`src/rtl/rde_pkg.sv`:
```
// Package for the radix digit emitter: field widths, ASCII constants,
// controller/datapath command and status structs. No dependencies.
`default_nettype none

package rde_pkg;

    localparam int VALUE_W        = 32;
    localparam int BASE_W         = 5;
    localparam int DIGIT_W        = 4;
    localparam int CHAR_W         = 7;
    localparam int DEF_VALUE_BITS = 32;
    localparam int DEF_MAX_BASE   = 16;

    localparam logic [CHAR_W-1:0]  DIGIT_ZERO         = 7'd48;
    localparam logic [CHAR_W-1:0]  LETTER_OFFSET      = 7'd55;
    localparam logic [DIGIT_W-1:0] FIRST_LETTER_DIGIT = 4'd10;
    localparam logic [BASE_W-1:0]  MIN_BASE           = 5'd2;

    typedef struct packed {
        logic load;      // take a new request
        logic div_step;  // one restoring-division bit
        logic push;      // store remainder digit
        logic rd;        // issue stack read, pop count
        logic out_load;  // capture character into output register
    } rde_cmd_t;

    typedef struct packed {
        logic step_last;  // final bit of the current division
        logic quot_zero;  // running quotient is zero
        logic out_last;   // output register holds the final character
    } rde_status_t;

    function automatic logic [CHAR_W-1:0] ascii_of(input logic [DIGIT_W-1:0] d);
        logic [CHAR_W-1:0] dx;
        dx = {{(CHAR_W-DIGIT_W){1'b0}}, d};
        return (d < FIRST_LETTER_DIGIT) ? DIGIT_ZERO + dx : dx + LETTER_OFFSET;
    endfunction

endpackage

`default_nettype wire

```
`src/rtl/rde_ram.sv`:
```
// Generic single-write, single-read RAM with registered read data.
// No dependencies.
`default_nettype none

module rde_ram #(
    parameter int WIDTH = 4,
    parameter int DEPTH = 32
) (
    input  wire logic                             aclk,
    input  wire logic                             we,
    input  wire logic [$clog2(DEPTH)-1:0]         waddr,
    input  wire logic [WIDTH-1:0]                 wdata,
    input  wire logic                             re,
    input  wire logic [$clog2(DEPTH)-1:0]         raddr,
    output logic      [WIDTH-1:0]                 rdata
);

    logic [WIDTH-1:0] mem [DEPTH];

    always_ff @(posedge aclk) begin
        if (we) begin
            mem[waddr] <= wdata;
        end
        if (re) begin
            rdata <= mem[raddr];
        end
    end

endmodule

`default_nettype wire

```
`src/rtl/rde_ctrl.sv`:
```
// Controller FSM of the radix digit emitter: sequences division, digit
// push, stack pop and output handshake. Depends on rde_pkg.
`default_nettype none

module rde_ctrl (
    input  wire logic                 aclk,
    input  wire logic                 aresetn,
    input  wire logic                 s_tvalid,
    output logic                      s_tready,
    output logic                      m_tvalid,
    input  wire logic                 m_tready,
    output rde_pkg::rde_cmd_t         cmd,
    input  wire rde_pkg::rde_status_t status
);
    import rde_pkg::*;

    typedef enum logic [5:0] {
        ST_IDLE = 6'b000001,
        ST_DIV  = 6'b000010,
        ST_PUSH = 6'b000100,
        ST_RD   = 6'b001000,
        ST_WAIT = 6'b010000,
        ST_OUT  = 6'b100000
    } state_t;

    state_t state_reg, state_next;

    always_ff @(posedge aclk) begin
        if (!aresetn) begin
            state_reg <= ST_IDLE;
        end else begin
            state_reg <= state_next;
        end
    end

    always_comb begin
        state_next   = state_reg;
        cmd          = '0;
        unique case (state_reg)
            ST_IDLE: begin
                if (s_tvalid) begin
                    cmd.load   = 1'b1;
                    state_next = ST_DIV;
                end
            end
            ST_DIV: begin
                cmd.div_step = 1'b1;
                if (status.step_last) begin
                    state_next = ST_PUSH;
                end
            end
            ST_PUSH: begin
                cmd.push   = 1'b1;
                state_next = status.quot_zero ? ST_RD : ST_DIV;
            end
            ST_RD: begin
                cmd.rd     = 1'b1;
                state_next = ST_WAIT;
            end
            ST_WAIT: begin
                cmd.out_load = 1'b1;
                state_next   = ST_OUT;
            end
            ST_OUT: begin
                if (m_tready) begin
                    state_next = status.out_last ? ST_IDLE : ST_RD;
                end
            end
            default: begin
                state_next = ST_IDLE;
            end
        endcase
    end

    assign s_tready = (state_reg == ST_IDLE);
    assign m_tvalid = (state_reg == ST_OUT);

endmodule

`default_nettype wire

```
`src/rtl/rde_dpath.sv`:
```
// Datapath of the radix digit emitter: bit-serial restoring divider,
// digit stack in RAM, output character register. Depends on rde_pkg, rde_ram.
`default_nettype none

module rde_dpath #(
    parameter int VALUE_BITS = rde_pkg::DEF_VALUE_BITS,
    parameter int MAX_BASE   = rde_pkg::DEF_MAX_BASE
) (
    input  wire logic                          aclk,
    input  wire logic                          aresetn,
    input  wire rde_pkg::rde_cmd_t             cmd,
    output rde_pkg::rde_status_t               status,
    input  wire logic [rde_pkg::VALUE_W-1:0]   in_value,
    input  wire logic [rde_pkg::BASE_W-1:0]    in_base,
    output logic      [rde_pkg::CHAR_W-1:0]    out_char,
    output logic                               out_last
);
    import rde_pkg::*;

    localparam int QW = (VALUE_BITS < VALUE_W) ? VALUE_BITS : VALUE_W;
    localparam int AW = $clog2(QW);
    localparam int CW = $clog2(QW + 1);
    localparam logic [BASE_W-1:0] MAXB   = BASE_W'(MAX_BASE);
    localparam logic [AW-1:0]     STEP_END = AW'(QW - 1);

    logic [QW-1:0]      quot_reg;
    logic [DIGIT_W-1:0] rem_reg;
    logic [BASE_W-1:0]  base_reg;
    logic [AW-1:0]      step_reg;
    logic [CW-1:0]      count_reg;
    logic [CHAR_W-1:0]  char_reg;
    logic               last_reg;

    logic [BASE_W-1:0]  base_clamped;
    logic [BASE_W-1:0]  trial;
    logic               trial_ge;
    logic [BASE_W-1:0]  trial_diff;
    logic [CW-1:0]      count_dec;
    logic [DIGIT_W-1:0] stack_rdata;

    always_comb begin
        if (in_base < MIN_BASE) begin
            base_clamped = MIN_BASE;
        end else if (in_base > MAXB) begin
            base_clamped = MAXB;
        end else begin
            base_clamped = in_base;
        end
    end

    // restoring division: shift the next dividend bit into the remainder
    assign trial      = {rem_reg, quot_reg[QW-1]};
    assign trial_ge   = (trial >= base_reg);
    assign trial_diff = trial - base_reg;
    assign count_dec  = count_reg - 1'b1;

    always_ff @(posedge aclk) begin
        if (!aresetn) begin
            quot_reg  <= '0;
            rem_reg   <= '0;
            base_reg  <= MIN_BASE;
            step_reg  <= '0;
            count_reg <= '0;
            last_reg  <= 1'b0;
        end else begin
            if (cmd.load) begin
                quot_reg  <= in_value[QW-1:0];
                rem_reg   <= '0;
                base_reg  <= base_clamped;
                step_reg  <= '0;
                count_reg <= '0;
            end
            if (cmd.div_step) begin
                quot_reg <= {quot_reg[QW-2:0], trial_ge};
                rem_reg  <= trial_ge ? trial_diff[DIGIT_W-1:0] : trial[DIGIT_W-1:0];
                step_reg <= step_reg + 1'b1;
            end
            if (cmd.push) begin
                count_reg <= count_reg + 1'b1;
                rem_reg   <= '0;
                step_reg  <= '0;
            end
            if (cmd.rd) begin
                count_reg <= count_dec;
            end
            if (cmd.out_load) begin
                last_reg <= (count_reg == '0);
            end
        end
    end

    always_ff @(posedge aclk) begin
        if (cmd.out_load) begin
            char_reg <= ascii_of(stack_rdata);
        end
    end

    rde_ram #(
        .WIDTH (DIGIT_W),
        .DEPTH (QW)
    ) u_stack (
        .aclk  (aclk),
        .we    (cmd.push),
        .waddr (count_reg[AW-1:0]),
        .wdata (rem_reg),
        .re    (cmd.rd),
        .raddr (count_dec[AW-1:0]),
        .rdata (stack_rdata)
    );

    assign status.step_last = (step_reg == STEP_END);
    assign status.quot_zero = (quot_reg == '0);
    assign status.out_last  = last_reg;
    assign out_char         = char_reg;
    assign out_last         = last_reg;

endmodule

`default_nettype wire

```
`src/rtl/radix_digit_emitter_top.sv`:
```
// Radix digit emitter: unsigned value to base-N ASCII digits, MSB first.
// One request at a time. Each digit comes from bit-serial restoring division
// over QW = min(VALUE_BITS, 32) quotient bits and is pushed onto the digit stack;
// each character is popped, converted to ASCII and held until m_tready takes it.
// Synchronous active-low reset returns the controller to idle; no clearing pass.
`default_nettype none

module radix_digit_emitter_top #(
    parameter int VALUE_BITS = rde_pkg::DEF_VALUE_BITS,
    parameter int MAX_BASE   = rde_pkg::DEF_MAX_BASE
) (
    input  wire logic        aclk,
    input  wire logic        aresetn,
    input  wire logic        s_tvalid,
    output logic             s_tready,
    input  wire logic [39:0] s_tdata,   // [31:0] value, [36:32] base, [39:37] zero
    output logic             m_tvalid,
    input  wire logic        m_tready,
    output logic      [7:0]  m_tdata,   // [6:0] digit_char, [7] zero
    output logic             m_tlast    // last_digit
);
    import rde_pkg::*;

    rde_cmd_t          cmd;
    rde_status_t       status;
    logic [CHAR_W-1:0] out_char;

    rde_ctrl u_ctrl (
        .aclk     (aclk),
        .aresetn  (aresetn),
        .s_tvalid (s_tvalid),
        .s_tready (s_tready),
        .m_tvalid (m_tvalid),
        .m_tready (m_tready),
        .cmd      (cmd),
        .status   (status)
    );

    rde_dpath #(
        .VALUE_BITS (VALUE_BITS),
        .MAX_BASE   (MAX_BASE)
    ) u_dpath (
        .aclk     (aclk),
        .aresetn  (aresetn),
        .cmd      (cmd),
        .status   (status),
        .in_value (s_tdata[VALUE_W-1:0]),
        .in_base  (s_tdata[VALUE_W+BASE_W-1:VALUE_W]),
        .out_char (out_char),
        .out_last (m_tlast)
    );

    assign m_tdata = {1'b0, out_char};

    // never accept a new request while a character is pending
    a_one_at_a_time: assert property (@(posedge aclk) disable iff (!aresetn)
        s_tready |-> !m_tvalid)
        else $error("request accepted while output pending");

    // final character hands control back to the input side
    a_last_frees_input: assert property (@(posedge aclk) disable iff (!aresetn)
        m_tvalid && m_tready && m_tlast |=> s_tready)
        else $error("input not ready after final character");

    // more characters follow a non-final one
    a_more_follow: assert property (@(posedge aclk) disable iff (!aresetn)
        m_tvalid && m_tready && !m_tlast |=> !s_tready)
        else $error("stream ended without last flag");

endmodule

`default_nettype wire
```
`config.mk`:
```
export PLATFORM = sky130hd
export DESIGN_NAME = radix_digit_emitter_top
export DESIGN_NICKNAME = d
export VERILOG_FILES = /design/src/rtl/rde_pkg.sv /design/src/rtl/rde_ram.sv /design/src/rtl/rde_ctrl.sv /design/src/rtl/rde_dpath.sv /design/src/rtl/radix_digit_emitter_top.sv
export SDC_FILE = /design/constraint.sdc
export NUM_CORES = 1
export LEC_CHECK = 0
export BUFFER_PORTS_ARGS = -buffer_cell sky130_fd_sc_hd__buf_2
export CAP_MARGIN = 20
export CORE_MARGIN = 2
export CORE_UTILIZATION = 55
export DETAILED_ROUTE_END_ITERATION = 8
export GPL_ROUTABILITY_DRIVEN = 0
export PLACE_DENSITY = 0.76
export SLEW_MARGIN = 20
export SYNTH_ARGS = -nofsm -noshare
export SYNTH_HDL_FRONTEND = slang
export SYNTH_SLANG_ARGS = --single-unit
```
`constraint.sdc`:
```
create_clock -name aclk -period 3.55 [get_ports aclk]
set_clock_uncertainty 0.2 [all_clocks]
set_input_delay 0.1775 -clock aclk [delete_from_list [all_inputs] [get_ports aclk]]
set_output_delay 0.1775 -clock aclk [all_outputs]
set_load 0.1 [all_outputs]
```
After elaboration in Yosys (flattened, before gate mapping)

Memories as Yosys holds them, arrays and structs flattened. A register that Yosys moved wholly into a read port is not among the register bits.
Cells that the tools add are included.

Add/subtract/negate cells: 6
Order comparisons: 4
Equal/unequal tests: 10
Mux-type cells: 27
Bitwise operators: 1
Reductions and logical operators: 6

Operator list:

| kind                  | number |
|---|---|
| $mux W32              | 2 |
| $mux W6               | 6 |
| $pmux W6 S6           | 1 |
| $logic_not A32 Y1     | 1 |
| $mux W4               | 5 |
| $mux W5               | 4 |
| $mux W1               | 8 |
| $add A4 B6 Y7 const B | 1 |
| $add A6 B4 Y7 const A | 1 |
| $mux W7               | 1 |
| $add A6 B1 Y6 const B | 1 |
| $eq A6 B1 Y1 const B  | 1 |
| $eq A6 B2 Y1 const B  | 1 |
| $eq A6 B3 Y1 const B  | 1 |
| $eq A6 B4 Y1 const B  | 1 |
| $eq A6 B5 Y1 const B  | 1 |
| $eq A6 B6 Y1 const B  | 1 |
| $logic_not A6 Y1      | 1 |
| $sub A6 B1 Y6 const B | 1 |
| $add A5 B1 Y5 const B | 1 |
| $eq A5 B5 Y1 const B  | 1 |
| $ge A5 B5 Y1          | 1 |
| $gt A5 B5 Y1 const B  | 1 |
| $lt A5 B2 Y1 const B  | 1 |
| other kinds (9)       | 10 |

Flip-flop bits (word level): 66
RAM bits: 128
Bits of input ports: 44
Output and inout port bits: 11
Word-level logic and storage cells: 63
Memories: 1

Memories:

| name                | depth | bits a word | rd ports | clocked after memory_dff | write ports | line          | text |
|---|---|---|---|---|---|---|---|
| u_dpath.u_stack.mem | 32    | 4           | 1        | 1                        | 1           | rde_ram.sv:18 | `logic [WIDTH-1:0] mem [DEPTH];` |

Longest topological paths before layout

Gate-level depths: netlist of run 1.

Word-level depth: 5
Depth in mapped cells: 12

Cells and area by module

A second synthesis of run 1 with hierarchy kept.

Cells, all modules: 643
Area total of the unflattened synthesis: 8,682.1 µm²

Modules (own cells, without submodules):

| module                  | times used | cells each | area each (µm²) | sequential area each (µm²) |
|---|---|---|---|---|
| rde_ram                 | 1          | 231        | 5,178.7         | 3,963.8 |
| rde_dpath               | 1          | 365        | 3,095.5         | 1,271.2 |
| rde_ctrl                | 1          | 45         | 396.6           | 120.1 |
| radix_digit_emitter_top | 1          | 2          | 11.3            | 0.0 |

Least setup slack after synthesis of run 1

No wires, ideal clock.

Kind: reg2reg
From: reg u_dpath.count_reg[0]
To: reg u_dpath.u_stack.rdata[2], read port of u_dpath.u_stack.mem (data pin)
Arrival time: 2.863 ns
Data required time: 3.078 ns
Setup slack: 0.214 ns
Cell stages (with the launch flop): 12
Period minus slack after synthesis: 3.336 ns
Cells stage by stage: dfxtp_1 -> buf_4 -> buf_4 -> buf_2 -> inv_1 -> ha_1 -> clkbuf_1 -> clkbuf_1 -> mux4_2 -> mux2_2 -> o22ai_1 -> a221oi_1

Cells in the longest elaborated chain, start to end: 1

Ends and longest elaborated chain:

| what                   | line            | text |
|---|---|---|
| start, declared        | rde_dpath.sv:30 | `logic [CW-1:0] count_reg;` |
| start signal, assigned | rde_dpath.sv:79 | `count_reg <= count_reg + 1'b1;` |
| start signal, assigned | rde_dpath.sv:84 | `count_reg <= count_dec;` |
| $sub A6 B1 Y6          | rde_dpath.sv:55 | `assign count_dec = count_reg - 1'b1;` |
| end, declared          | rde_ram.sv:15   | `output logic [WIDTH-1:0] rdata` |

No other way between the ends.
A chain may end at the register's enable or synchronous reset.

Worst setup path after layout of run 1

From: reg u_dpath.count_reg[1]
To: reg u_dpath.u_stack.rdata[2], read port of u_dpath.u_stack.mem (data pin)

The elaborated chain is that of the path after synthesis.

==> results of run 1 <==
layer usage:
layer	GRT usage [%]	vias up	wire, um
li1	-	2654	-
met1	30.8	2820	7730
met2	38.3	234	9270
met3	4.74	47	1050
met4	9.14	0	432
met5	0	-	0
synth_stat cells (11+ instances only):
cell / n
a21oi_1: 16
a22oi_1: 13
clkbuf_1: 23
dfxtp_1: 59
edfxtp_1: 139
ha_1: 13
inv_1: 19
mux4_2: 32
nand2_1: 38
nand3_1: 13
nor2_1: 87
nor3_1: 15
o21ai_0: 11
o221ai_1: 19
area by class of cell:
| cell class | count | share of cell area, % |
|---|---|---|
| Sequential cell | 198 | 53.8 |
| Multi-Input combinational cell | 391 | 29.9 |
| Timing Repair Buffer | 105 | 7.63 |
| Inverter | 20 | 0.753 |
| Clock inverter | 15 | 1.37 |
| Tap cell | 188 | 2.36 |
| Clock buffer | 17 | 4.27 |
worst max-delay path, stage by stage (launching register included):
cell,delay (ns)
dfxtp_1,0.51
inv_1,0.17
ha_1,0.31
buf_4,0.41
mux4_2,0.40
mux2_2,0.29
o22ai_1,0.24
a221oi_1,0.09
per-stage QoR:
stage / hold slack, ns / cell area (um2) / setup slack, ns / cells / power (mW)
after floorplan: 0.112 / 8570 / 0.214 / 649 / 3.45
after global placement: 0.241 / 9010 / 0.826 / 863 / 3.66
after detailed placement: 0.255 / 9010 / 0.736 / 863 / 3.69
after CTS: 0.0804 / 9960 / 0.698 / 934 / 5.50
after global routing: 0.121 / 9960 / 0.515 / 934 / 5.73
final: 0.106 / 9960 / 0.659 / 934 / 5.54
cell families after synthesis:
logic type,after synthesis,share of synthesized area [%]
xor gates and xnor gates,9,0.919
DFF,198,62.5
AOI/OAI and AO/OA,114,9.76
other,1,0.0437
buffers and inverters,60,3.01
and+or+nand+nor,204,11.2
muxes,49,10.5
adders and majority gates,14,2.13
power by group:
group          internal, mW  switching (mW)  leakage, nW  total (mW)
clock network         0.923           0.887        0.264        1.81
logic                 0.360           0.621         1.43       0.981
registers              2.61           0.136         1.91        2.75
total                  3.89            1.64         3.60        5.54
path summary, 6_finish.rpt:
path | end | slack [ns] | cells after the start
setup reg to reg | u_dpath.u_stack.rdata[2] | 0.66 | 7
hold reg to reg | u_dpath.base_reg[4] | 0.26 | 2
setup / recovery | u_dpath.u_stack.rdata[2] | 0.66 | 7
hold / removal | u_dpath.base_reg[1] | 0.11 | 3
==> flow_metrics.tcl, run 1 <==
set metrics [dict create \
    status "complete, no violations" \
    most-common-layout-cells "edfxtp_1, nor2_1, dfxtp_1" \
    fmax_ghz 0.346 \
    register_area_mm2 0.00536 \
    critPathLaunchType "flip-flop" \
    syn_inst 649 \
    die_h_um 129 \
    leakage_nw 3.60 \
    grt_max_degree 50 \
    syn_nets 707 \
    drc 0 \
    synth_cell_types 58 \
    worstHoldStart "aresetn" \
    min_period_over_period_pct 81.4 \
    drtIter0Drc 474 \
    hold_path_class "in2reg" \
    setup_viol 0 \
    synth_seq_cells 198 \
    cts_tree "yes" \
    yosysTopAreaCellShare_pct 48.7 \
    arrival_ns 2.86 \
    yosysWarnings 0 \
    clk_latency_ns 0.44 \
    htree_levels 4 \
    hold_violations 0 \
    antenna_found_initial 0 \
    syn_to_final_growth_pct 16.2 \
    maxCapViolCount 0 \
    crit_start "u_dpath.count_reg[1]" \
    final_common_cell "edfxtp_1" \
    slew_viol_final 0 \
    avgSynthCellArea_um2 13.2 \
    async_reset_ff_share_pct 0 \
    grt_pass1_vias 5635 \
    postCtsSetupBuffers 0 \
    yosysTopAreaCell "edfxtp_1" \
    start_util_pct 56.4 \
    wirelength_um 18500 \
    core_mm2 0.0152 \
    rsz0062_at_grt "no" \
    finalNetCount 791 \
    cp_max_fo 34 \
    layout_min_cycle_time_ns 2.89 \
    grt_pass1_wl_um 29300 \
    ys_seq_area_share_pct 62.5 \
    root_buffer "clkbuf_16" \
    numClockSinks 198 \
    std_cell_rows 45 \
    largest_reg_flops 128 \
    powerDensity_mw_per_mm2 556 \
    dp_hpwl_um 11500 \
    drive_gt1_share_pct 19.3 \
    antenna_left 0 \
    ys.flop_type "edfxtp_1" \
    synthTopCellsByArea "edfxtp_1, dfxtp_1, mux4_2, nor2_1, o221ai_1" \
    nFillCells 1052 \
    setup.worst_path.class "reg2reg" \
    drt-vias-per-instance 6.16 \
    overflow 0 \
    tns_ns 0 \
    cts_buffers 17 \
    track_usage_pct 23.3 \
    synth-edff-count 139 \
    wl_per_cell_um 19.8 \
    critPathCaptureType "flip-flop" \
    firstDrtPassIters 5 \
    diodes 0 \
    relSlewSlack_pct 60.8 \
    cts_resized 0 \
    worstMarginPinSlew_ns 0.587 \
    holdBufCountCts 39 \
    io_buffers 50 \
    synth_area_mm2 0.00857 \
    cts.path.max_buffers 2 \
    path_clk_slew_ns 0.08 \
    vdd_drop_max_v 0.000357 \
    multi_input_area_mm2 0.00298 \
    via_count 5755 \
    critical_path_required_ns 3.52 \
    io_pins 55 \
    die-width_um 129 \
    dieArea_mm2 0.0166 \
    rr_startpoint "u_dpath.count_reg[1]" \
    utilization_pct 65.5 \
]
No activity file was read; power rests on OpenSTA's default activity.
==> inputs of run 2 (changes only) <==
- clock period: 3.55 -> 2.6 ns (I/O delays scaled with it)
==> run 2 against run 1 <==
  * Sequential share of layout area decreased by 1.1 points
  * Count of clock-buffer cells in the layout increased by 1
  * Combinational power increased by 44%
  * Highest routed layer unchanged
==> flow_metrics.tcl, run 2 (synthesis gave the netlist of run 1 again) <==
set metrics [dict create \
    most-common-layout-cells "edfxtp_1, nor2_1, dfxtp_1" \
    hold_violations 0 \
    final_cells 951 \
    reg2reg_slack_ns 0.09 \
    power_switching_mw 2.24 \
    clock_power_share_pct 33.3 \
    crit_slowest_cell "dlygate4sd3_1" \
    relSlewSlack_pct 59.5 \
    worstMarginPinSlew_ns 0.601 \
    reg2reg_to "u_ctrl.state_reg[0]" \
    met3_length_um 1360 \
    utilization_pct 66.9 \
    setup_viol 0 \
    vdd_drop_max_v 0.000480 \
    wl_met1_um 7590 \
    p_int_mw 5.50 \
    layout_min_cycle_time_ns 2.51 \
    track_usage_pct 23.8 \
    numClockSinks 198 \
    root_buffer "clkbuf_16" \
    start_util_pct 56.4 \
    core_mm2 0.0152 \
    drt-vias-per-instance 6.16 \
    dp.cells 875 \
    diodes 0 \
    crit_chain "nor4_2 -> buf_4 -> nand3b_1 -> o22ai_2 -> o311ai_0 -> dlygate4sd3_1" \
    place_ws_ns 0.126 \
    grt_pass1_wl_um 30000 \
    fmax_ghz 0.398 \
    wirelength_um 19000 \
    status "complete, no violations" \
    drc 0 \
    drive_gt1_share_pct 21.4 \
    whs_ns 0.259 \
    crit_end "u_ctrl.state_reg[0]" \
    grt_pass1_vias 5805 \
    register_area_mm2 0.00536 \
    dp_hpwl_um 12300 \
    powerDensity_mw_per_mm2 761 \
    worst-r2r-cell-count 6 \
    htree_levels 4 \
    rr_startpoint "u_ctrl.state_reg[2]" \
    critPathCaptureType "flip-flop" \
    critical_path_required_ns 2.72 \
    maxCapViolCount 0 \
    slew_viol_final 0 \
    slowest_delay_ns 0.61 \
    switching_share_pct 28.9 \
    met2_wirelength_um 9590 \
    leakage_nw 3.71 \
    cts.path.max_buffers 2 \
    path_clk_slew_ns 0.07 \
    firstDrtPassIters 7 \
    cts_buffers 17 \
    io_pins 55 \
    clk_latency_ns 0.44 \
    critPathLaunchType "flip-flop" \
    setup.worst_path.class "reg2reg" \
    overflow 0 \
    hold_path_class "reg2reg" \
    crit_start "u_ctrl.state_reg[2]" \
    io_buffers 50 \
    power_frac_seq_pct 48.5 \
    top_layer_used "met4" \
    antenna_found_initial 0 \
    die_h_um 129 \
    multi_input_area_mm2 0.00301 \
    worst_slack_ns 0.0895 \
    via_count 5861 \
    min_period_over_period_pct 96.6 \
    nFillCells 1028 \
    die-width_um 129 \
    antenna_left 0 \
    drtIter0Drc 636 \
    cts_tree "yes" \
    grt_max_degree 36 \
    combPwrFrac_pct 18.2 \
    arrival_ns 2.63 \
    finalNetCount 808 \
    std_cell_rows 45 \
    dieArea_mm2 0.0166 \
    largest_reg_flops 128 \
    wl_per_cell_um 20.0 \
    syn_to_final_growth_pct 18.6 \
    final_common_cell "edfxtp_1" \
    cp_max_fo 9 \
]
[run 2: changes by cell type in the layout (fill, tap and decap cells not counted), sizes merged]
cell / previous run / this run
buf: 66 / 80
bufinv: 0 / 1
clkbuf: 17 / 18
clkinv: 4 / 5
clkinvlp: 4 / 3
dlygate4sd3: 39 / 42
inv: 27 / 25
[run 2: cell type report]
type                    instances  area share [%]
clock buffers                  18            4.43
flip-flops and latches        198            52.7
repair buffers                122            8.93
inverters                      20           0.738
well taps                     188            2.31
multi-input cells             391            29.6
clock inverters                14            1.37
[run 2: how the worst min path moves through the flow]
stage                                     end  cells past startpoint                start  slack [ns]
after floorplan           u_dpath.base_reg[4]                      2          s_tdata[36]        0.06
after global placement    u_dpath.base_reg[4]                      3          s_tdata[36]        0.20
after detailed placement  u_dpath.base_reg[4]                      3          s_tdata[36]        0.22
after CTS                 u_dpath.base_reg[3]                      2  u_dpath.base_reg[3]        0.26
after global routing      u_dpath.base_reg[3]                      2  u_dpath.base_reg[3]        0.28
final                     u_dpath.base_reg[3]                      2  u_dpath.base_reg[3]        0.26
[run 2: power by group through the flow]
stage | registers, mW | logic [mW] | clock network, mW
finish | 3.75 | 1.41 | 2.58
global route | 3.77 | 1.55 | 2.72
CTS | 3.73 | 1.35 | 2.60
detailed placement | 3.80 | 1.28 | 0
global placement | 3.79 | 1.23 | 0
floorplan | 3.77 | 0.945 | 0
[run 2: worst max-delay path, delay by kind of cell (launching register included)]
family          cells  cell delay [ns]
compound gates      2             0.46
buf+inv             2             0.81
flops               1             0.40
simple gates        2             0.53
[run 2: through the flow]
step / total power [mW] / TNS (ns) / instance area (um2)
finish: 7.74 / 0 / 10200
global route: 8.05 / -0.0422 / 10200
CTS: 7.68 / 0 / 10100
detailed placement: 5.08 / 0 / 9130
global placement: 5.02 / 0 / 9130
floorplan: 4.71 / 0 / 8650
[run 2: what timing repair did]
| item | CTS | global route |
|---|---|---|
| resized for setup | 0 | 3 |
| setup buffers | 0 | 2 |
| setup endpoints to repair | 0 | 2 |
| hold endpoints to repair | 50 | 0 |
| hold buffers | 42 | 0 |
[run 2: routing by layer]
layer	vias up	track usage, %
li1	2680	-
met1	2866	31.1
met2	267	39.5
met3	48	5.24
met4	0	8.82
met5	-	0
